**config.mk**
```make
export PLATFORM = sky130hd
export DESIGN_NAME = hole_fit_allocator_core
export DESIGN_NICKNAME = d
export VERILOG_FILES = /design/src/hdl/hfa_pkg.sv /design/src/hdl/hole_fit_allocator_core.sv
export SDC_FILE = /design/constraint.sdc
export NUM_CORES = 1
export LEC_CHECK = 0
export BUFFER_PORTS_ARGS = -buffer_cell sky130_fd_sc_hd__buf_2
export CORE_ASPECT_RATIO = 1.4
export CORE_UTILIZATION = 62
export DETAILED_ROUTE_END_ITERATION = 16
export HOLD_SLACK_MARGIN = 0.15
export PLACE_DENSITY = 0.87
export RECOVER_POWER = 50
export SYNTH_ARGS = -nofsm -noshare
export SYNTH_HDL_FRONTEND = slang
export SYNTH_SLANG_ARGS = --single-unit
```
**constraint.sdc**
```tcl
create_clock -name clk -period 8.1 [get_ports clk]
set_clock_uncertainty 0.15 [all_clocks]
set_input_delay 0.405 -clock clk [delete_from_list [all_inputs] [get_ports clk]]
set_output_delay 0.405 -clock clk [all_outputs]
set_load 0.03 [all_outputs]
```
**src/hdl/hfa_pkg.sv**
```systemverilog
`default_nettype none
// ----------------------------------------------------------------------------
// hfa_pkg
// Types and codes shared by the hole fit allocator: field types, item
// opcodes, placement policies and configuration register indexes.
// ----------------------------------------------------------------------------
package hfa_pkg;

	localparam int OPCODE_W   = 2;
	localparam int SLOT_W     = 5;
	localparam int AMOUNT_W   = 24;
	localparam int CFG_IDX_W  = 4;
	localparam int CFG_DATA_W = 6;

	typedef logic [OPCODE_W-1:0]   opcode_t;
	typedef logic [SLOT_W-1:0]     slot_t;
	typedef logic [AMOUNT_W-1:0]   amount_t;
	typedef logic [CFG_IDX_W-1:0]  cfg_idx_t;
	typedef logic [CFG_DATA_W-1:0] cfg_data_t;
	typedef logic [1:0]            fit_mode_t;
	typedef logic [5:0]            hole_count_t;

	// Item opcodes
	localparam opcode_t OP_LOAD  = 2'd0;
	localparam opcode_t OP_ALLOC = 2'd1;
	localparam opcode_t OP_FREE  = 2'd2;

	// Placement policies; the unused code behaves as first fit
	localparam fit_mode_t FIT_FIRST = 2'd0;
	localparam fit_mode_t FIT_BEST  = 2'd1;
	localparam fit_mode_t FIT_WORST = 2'd2;

	// Configuration register indexes
	localparam cfg_idx_t CFG_FIT_MODE   = 4'd0;
	localparam cfg_idx_t CFG_HOLE_COUNT = 4'd1;

endpackage
`default_nettype wire

```
**src/hdl/hole_fit_allocator_core.sv**
```systemverilog
`default_nettype none
// ----------------------------------------------------------------------------
// hole_fit_allocator_core
// Hole table allocator: first, best or worst fit search over a table of hole
// sizes held in one memory, with the taken marks held in a second memory.
// ----------------------------------------------------------------------------
//
// Channel   Direction  Handshake              Payload
// in        input      in_valid / in_ready    opcode, slot, amount
// out       output     out_valid / out_ready  granted, chosen_hole, leftover
// cfg       input      cfg_valid / cfg_ready  cfg_index, cfg_data
//
// An allocate request makes one memory read per active hole, waits out the
// read latency, drains the compare and then writes the taken mark of the
// chosen hole. A free item and reset each start a clearing pass over every
// entry of the taken mark memory, during which no item is taken in;
// configuration writes are always taken. The result waits in an output
// register, so the next item is taken in while it is still unread; a
// finished search stalls only while that register is still full.
// ----------------------------------------------------------------------------
module hole_fit_allocator_core #(
	parameter int HOLE_SLOTS = 32,
	parameter int SIZE_BITS  = 24
) (
	input  wire                      clk,
	input  wire                      arst_n,
	input  wire                      in_valid,
	output logic                     in_ready,
	input  wire hfa_pkg::opcode_t    opcode,
	input  wire hfa_pkg::slot_t      slot,
	input  wire hfa_pkg::amount_t    amount,
	output logic                     out_valid,
	input  wire                      out_ready,
	output logic                     granted,
	output hfa_pkg::slot_t           chosen_hole,
	output hfa_pkg::amount_t         leftover,
	input  wire                      cfg_valid,
	output logic                     cfg_ready,
	input  wire hfa_pkg::cfg_idx_t   cfg_index,
	input  wire hfa_pkg::cfg_data_t  cfg_data
);
	import hfa_pkg::*;

	localparam int IDX_W = (HOLE_SLOTS > 1) ? $clog2(HOLE_SLOTS) : 1;
	localparam int CNT_W = $clog2(HOLE_SLOTS + 1);

	typedef enum logic [1:0] {ST_CLEAR, ST_IDLE, ST_SCAN, ST_FINISH} state_t;

	typedef logic [SIZE_BITS-1:0] size_t;
	typedef logic [IDX_W-1:0]     idx_t;
	typedef logic [CNT_W-1:0]     cnt_t;

	state_t      state_q;
	fit_mode_t   fit_mode_q;
	hole_count_t hole_count_q;

	cnt_t  idx_q;
	cnt_t  n_q;
	size_t req_q;
	logic  found_q;
	idx_t  pick_q;
	size_t best_q;

	logic  rd_vld_s1;
	idx_t  rd_idx_s1;
	size_t size_rd_s1;
	logic  taken_rd_s1;

	logic    out_valid_q;
	logic    granted_q;
	slot_t   chosen_q;
	amount_t leftover_q;

	size_t size_mem  [HOLE_SLOTS];
	logic  taken_mem [HOLE_SLOTS];

	logic  in_xfer;
	logic  load_we;
	cnt_t  act_cnt;
	idx_t  rd_addr;
	logic  issue;
	logic  adequate;
	logic  take;
	logic  out_free;
	logic  taken_we;
	idx_t  taken_wa;
	logic  taken_wd;

	assign in_ready  = (state_q == ST_IDLE);
	assign cfg_ready = 1'b1;
	assign in_xfer   = in_valid && in_ready;
	assign load_we   = in_xfer && (opcode == OP_LOAD) && (32'(slot) < 32'(HOLE_SLOTS));

	always_comb begin
		if (32'(hole_count_q) > 32'(HOLE_SLOTS)) begin
			act_cnt = CNT_W'(HOLE_SLOTS);
		end else begin
			act_cnt = CNT_W'(hole_count_q);
		end
	end

	assign rd_addr = idx_q[IDX_W-1:0];
	assign issue   = (state_q == ST_SCAN) && (idx_q < n_q);

	// A free hole that is big enough replaces the current pick only when it is
	// the first one seen or strictly better under the policy in force.
	assign adequate = rd_vld_s1 && !taken_rd_s1 && (size_rd_s1 >= req_q);
	assign take     = adequate && (!found_q
		|| ((fit_mode_q == FIT_BEST)  && (size_rd_s1 < best_q))
		|| ((fit_mode_q == FIT_WORST) && (size_rd_s1 > best_q)));

	assign out_free = !out_valid_q || out_ready;

	always_comb begin
		taken_we = 1'b0;
		taken_wa = idx_q[IDX_W-1:0];
		taken_wd = 1'b0;
		if (state_q == ST_CLEAR) begin
			taken_we = 1'b1;
		end else if ((state_q == ST_FINISH) && found_q) begin
			taken_we = 1'b1;
			taken_wa = pick_q;
			taken_wd = 1'b1;
		end
	end

	// Memories
	always_ff @(posedge clk) begin
		if (load_we) begin
			size_mem[IDX_W'(slot)] <= SIZE_BITS'(amount);
		end
		size_rd_s1 <= size_mem[rd_addr];
	end

	always_ff @(posedge clk) begin
		if (taken_we) begin
			taken_mem[taken_wa] <= taken_wd;
		end
		taken_rd_s1 <= taken_mem[rd_addr];
	end

	// Configuration registers
	always_ff @(posedge clk or negedge arst_n) begin
		if (!arst_n) begin
			fit_mode_q   <= FIT_FIRST;
			hole_count_q <= '0;
		end else if (cfg_valid && cfg_ready) begin
			unique case (cfg_index)
				CFG_FIT_MODE:   fit_mode_q   <= cfg_data[1:0];
				CFG_HOLE_COUNT: hole_count_q <= cfg_data[5:0];
				default: ;
			endcase
		end
	end

	// Payload registers
	always_ff @(posedge clk) begin
		rd_idx_s1 <= rd_addr;
		if (in_xfer && (opcode == OP_ALLOC)) begin
			req_q <= SIZE_BITS'(amount);
			n_q   <= act_cnt;
		end
		if (take) begin
			pick_q <= rd_idx_s1;
			best_q <= size_rd_s1;
		end
		if ((state_q == ST_FINISH) && out_free) begin
			granted_q <= found_q;
			if (found_q) begin
				chosen_q   <= SLOT_W'(pick_q);
				leftover_q <= AMOUNT_W'(size_t'(best_q - req_q));
			end else begin
				chosen_q   <= '0;
				leftover_q <= '0;
			end
		end
	end

	// Sequencer
	always_ff @(posedge clk or negedge arst_n) begin
		if (!arst_n) begin
			state_q     <= ST_CLEAR;
			idx_q       <= '0;
			rd_vld_s1   <= 1'b0;
			found_q     <= 1'b0;
			out_valid_q <= 1'b0;
		end else begin
			if ((state_q == ST_FINISH) && out_free) begin
				out_valid_q <= 1'b1;
			end else if (out_valid_q && out_ready) begin
				out_valid_q <= 1'b0;
			end
			unique case (state_q)
				ST_CLEAR: begin
					if (idx_q == CNT_W'(HOLE_SLOTS - 1)) begin
						idx_q   <= '0;
						state_q <= ST_IDLE;
					end else begin
						idx_q <= idx_q + CNT_W'(1);
					end
				end
				ST_IDLE: begin
					rd_vld_s1 <= 1'b0;
					idx_q     <= '0;
					found_q   <= 1'b0;
					if (in_xfer) begin
						if (opcode == OP_ALLOC) begin
							state_q <= ST_SCAN;
						end else if (opcode == OP_FREE) begin
							state_q <= ST_CLEAR;
						end
					end
				end
				ST_SCAN: begin
					rd_vld_s1 <= issue;
					if (issue) begin
						idx_q <= idx_q + CNT_W'(1);
					end
					if (take) begin
						found_q <= 1'b1;
					end
					if (!issue && !rd_vld_s1) begin
						state_q <= ST_FINISH;
					end
				end
				ST_FINISH: begin
					if (out_free) begin
						state_q <= ST_IDLE;
					end
				end
				default: state_q <= ST_IDLE;
			endcase
		end
	end

	assign out_valid   = out_valid_q;
	assign granted     = granted_q;
	assign chosen_hole = chosen_q;
	assign leftover    = leftover_q;

	// Assertions
	a_read_only_in_scan: assert property (@(posedge clk) disable iff (!arst_n)
		rd_vld_s1 |-> (state_q == ST_SCAN))
		else $error("read data pending outside a search");

	a_scan_in_range: assert property (@(posedge clk) disable iff (!arst_n)
		(state_q == ST_SCAN) |-> (idx_q <= n_q))
		else $error("search index beyond the active hole count");

	a_pick_in_range: assert property (@(posedge clk) disable iff (!arst_n)
		((state_q == ST_FINISH) && found_q) |-> (CNT_W'(pick_q) < n_q))
		else $error("chosen hole outside the active range");

	a_pick_fits: assert property (@(posedge clk) disable iff (!arst_n)
		((state_q == ST_FINISH) && found_q) |-> (best_q >= req_q))
		else $error("chosen hole smaller than the request");

	a_alloc_starts_scan: assert property (@(posedge clk) disable iff (!arst_n)
		(in_xfer && (opcode == OP_ALLOC)) |=> (state_q == ST_SCAN))
		else $error("allocate transfer did not start a search");

endmodule
`default_nettype wire

```
# Word-level counts from Yosys, hierarchy flattened
# Memory sizes are Yosys's and may differ from the RTL's. A register that Yosys moved wholly into a read port is not among the register bits.
# Cells that the tools add are included.
# classes
add_sub_neg,2
n_lt_le_gt_ge,5
eq_ne,16
n_mux,24
n_reduce_logical,32
# op_table
operator,count
>= comparator 24 bit,1
> comparator 24 bit,1
less-than comparator 24 bit,1
subtractor 24 bit,1
case mux 6 bit (3 select lines),1
logical AND 1 bit,13
2-to-1 mux 2 bit,6
2-to-1 mux 6 bit,2
2-to-1 mux 1 bit,10
2-to-1 mux 5 bit,2
"equality test 2 bit, second input constant",4
case mux 2 bit (4 select lines),1
AND reduction 2 bit,4
"adder 6 x 1 -> 6 bit, second input constant",1
"equality test 2 x 1 -> 1 bit, second input constant",3
"equality test 6 x 5 -> 1 bit, second input constant",1
"> comparator 6 bit, second input constant",1
less-than comparator 6 bit,1
"inequality test 2 x 1 -> 1 bit, second input constant",3
"inequality test 2 bit, second input constant",3
logical NOT 1 bit,5
AND reduction 5 bit,1
"equality test 4 x 1 -> 1 bit, second input constant",1
logical NOT 2 bit,2
other kinds (6),10
# word_totals
regBits,113
mem_bits_rw,800
word_cells,96
mem_count,2
# mem_list
memory,words,width,rd,rd_clocked_by_memory_dff,write_ports,line_no,source
size_mem,32,24,1,1,1,hole_fit_allocator_core.sv:74,size_t size_mem [HOLE_SLOTS];
taken_mem,32,1,1,1,1,hole_fit_allocator_core.sv:75,logic taken_mem [HOLE_SLOTS];

# Depth between registers and ports, before layout
# logic_depth
ltp_word,7
ltp_mapped,9
mapped_depth_nobuf,9

# Worst setup path after synthesis
# No wires, ideal clock.
# synth_path
path_kind,register -> register
start,register best_q[1]
end,register best_q[0] (enable)
setup_ns,0.507
arrival_time_ns,4.972
t_required_ns,7.443
slack_ns,2.471
stages_incl_launch_ff,9
cell_sequence,edfxtp_1 inv_1 ha_1 nor2b_1 o211ai_1 a21oi_1 o311a_1 o41a_1 a2111oi_1
# synth_between
elab_chain_len,5
word_cells_on_any_way,7
# synth_rtl
element,line_no,source
from (decl),hole_fit_allocator_core.sv:62,size_t best_q;
from (signal assigned),hole_fit_allocator_core.sv:165,best_q <= size_rd_s1;
less-than comparator 24 bit,hole_fit_allocator_core.sv:109,|| ((fit_mode_q == FIT_BEST) && (size_rd_s1 < best_q))
logical AND 1 bit,hole_fit_allocator_core.sv:109,
logical OR 1 bit,hole_fit_allocator_core.sv:109,
logical OR 1 bit (*),hole_fit_allocator_core.sv:110,|| ((fit_mode_q == FIT_WORST) && (size_rd_s1 > best_q)));
logical AND 1 bit (*),hole_fit_allocator_core.sv:108,assign take = adequate && (!found_q
via take,hole_fit_allocator_core.sv:83,logic take;
# The timed path passes the listed nets; every way through them passes the cells marked *.
# A chain may end at the register's enable or synchronous reset.

==> results.ini <==
[yosys]
syn_avg_cell_area_um2=17.7
yosys_warnings=0
synth_area_leaders=edfxtp_1 70%, mux4_2 7.3%, mux2i_1 3.6%, ha_1 2.7%, mux2_2 1.6%
yosysTopAreaCell=edfxtp_1
synthArstFlopShare_pct=2.03
syn_inst=2173
synth-main-ff-cell=edfxtp_1
synth_seq_cells=938
syn_area_mm2=0.0384
yosysSeqAreaShare_pct=72.4
syn_nets=2302
yosys.cell_types.count=67
synth_edf_count=889
synth_top_area_share_pct=69.6

[setup_path]
rr_startpoint=idx_q[0]
path_class=reg2reg
worstRegToRegCells=5
worst_setup_path_end_kind=flop
worst-endpoint-arrival_ps=5830
reg2reg_slack_ps=2370
startpoint_type=flop
worstPathRequired_ps=8200
cp_max_fo=58
rr_endpoint=size_rd_s1[15]

[cts]
clock_path_buffers=3
cts_resized=0
cts_max_level=3
clk_latency_ps=640
root_buffer=clkbuf_16
numCtsBuffers=79
clk_pin_slew_ps=70
cts_tree=yes
cts_sinks=938
cts_setup_buffers=0

[pwr]
powerDensity_mw_per_mm2=283
vdd_drop_max_uv=198
power_leakage_nw=13.7

[finish]
layout_common_cells=889 x edfxtp_1, 139 x mux2i_1, 125 x mux4_2
layout.nets=2436
area_growth_pct=10.7
layout_commonest_cell=edfxtp_1
drive_above_1_share_pct=17.1
instances_no_fill=3188

[timing]
period_share_pct=70.7
layout_setup_ws_ps=2370
hold_violations=0
slew_viol_final=608
fmax_ghz=0.175
layout_min_cycle_time_ps=5730
setup_tns_ps=0
relSlewSlack_pct=-173
worst_pin_slew_ps=4090
grt_setup_unrepaired=no
setup_viol=0

[floorplanning]
die_area_mm2=0.0629
die_w_um=212
rows=107
initial_utilization_pct=62.9
core_region_area_mm2=0.0610
io_pins=79
die_h_um=296

[global_routing]
grt_max_degree=134
grt.overflow.total=0
grt_pass1_vias=22480
grt_pass1_wl_um=139000
antenna_found_initial=5
grt_usage_pct=30.8

[placed_design]
place_congestion=0.944
dp_slack_ps=4240
hpwl_um=51400
dp_cells=3012
io_buffers=77

[routing]
wl_um=95000
ant_nets=0
drc=0
routedWlPerCell_um=29.8
drtIter0Drc=2630
viasPerCell=6.88
dr_total_vias=21936
dr.pass1.iters=5

[job]
drv_cap=17

[worst_hold_path]
hp-start=cfg_index[1]
hold_path_end=hole_count_q[1]
min_path_type=in2reg
hold_depth=4

[status]
violations=max-capacitance violations, max-slew violations
status=finished, violations left

flip-flops by register name, indices dropped and copies added, names as in the netlist, 5 cells and up:
name	count
size_mem	768
taken_mem	32
best_q	24
leftover	24
req_q	24
size_rd_s1	24
hole_count_q	6
idx_q	6
n_q	6
chosen_hole	5
pick_q	5
rd_idx_s1	5
synth_stat cells (5+ instances only):
cell      count
a211oi_1      6
a21boi_0     31
a21o_1       17
a21oi_1      73
a31oi_1       5
and2_1        8
buf_1        10
buf_2        17
buf_4        14
buf_6         5
clkbuf_1     56
dfrtp_1      19
dfxtp_1      30
edfxtp_1    889
ha_1         82
inv_1        71
mux2_2       54
mux2i_1     139
mux4_2      125
nand2_1      66
nand2b_1     16
nand3_1      14
nand3b_1      7
nand4_1       8
nor2_1       94
nor2b_1      37
nor3_1       13
nor4_1        5
o211ai_1     10
o21a_1        8
o21ai_0      55
o221ai_1     68
o22ai_1      30
o311ai_0      5
o31ai_1      29
or3_1         5
xnor2_1       6
cells by family after synthesis:
family                     after synthesis  synth area share [%]
and+or+nand+nor                        286                  3.59
buffers and inverters                  173                  1.98
xor gates and xnor gates                 9                 0.205
DFF                                    938                  72.4
adders and majority gates               83                  2.73
other                                    1               0.00977
AOI/OAI and AO/OA                      365                  6.56
muxes                                  318                  12.5
per-stage QoR:
stage	instance area, um2	hold WS, ps	utilization [%]	total power, mW
floorplan	38400	-40.6	-	7.60
global placement	39800	228	65.2	8.13
detailed placement	39800	232	65.2	8.24
CTS	42600	151	69.8	12.0
global route	42500	221	69.6	12.4
finish	42500	194	69.6	12.0
report_power, final:
part           internal, mW  switching [mW]
registers              5.49           0.248
clock network          2.02            1.73
logic                  1.14            1.39
timing repair:
action | in CTS | in global routing
setup endpoints to repair | 0 | 0
hold buffers | 31 | 0
hold endpoints to repair | 252 | 0
area by class of cell:
type	count	area (um2)
Antenna cell	2	5.00
Clock buffer	96	2100
Clock inverter	47	397
Fill cell	3559	18600
Inverter	71	267
Multi-Input combinational cell	1062	9930
Sequential cell	938	27800
Tap cell	817	1020
Timing Repair Buffer	155	987
layer usage:
layer / global-route usage, % / vias to the layer above / part of all wire [%]
met3: 6.69 / 389 / 10
li1: - / 8985 / -
met5: 0 / - / 0.042
met2: 52.8 / 1709 / 51
met4: 18.3 / 6 / 6.2
met1: 35.6 / 10847 / 33
worst max path at each step:
stage / cells after the start / end / slack [ps] / startpoint
floorplan: 8 / best_q[0] / 2470 / best_q[1]
global placement: 6 / size_rd_s1[15] / 4350 / idx_q[2]
detailed placement: 6 / size_rd_s1[15] / 4240 / idx_q[2]
CTS: 6 / size_rd_s1[15] / 4190 / idx_q[2]
global route: 5 / size_rd_s1[15] / 2110 / idx_q[0]
finish: 5 / size_rd_s1[15] / 2370 / idx_q[0]
critical path, stage by stage (launching register included):
cell and delay, ps:
dfrtp_1 2710, buf_4 930, mux4_2 600, mux2_2 270, o221ai_1 320, o31ai_1 300
Power figures use the tool's default switching activity.
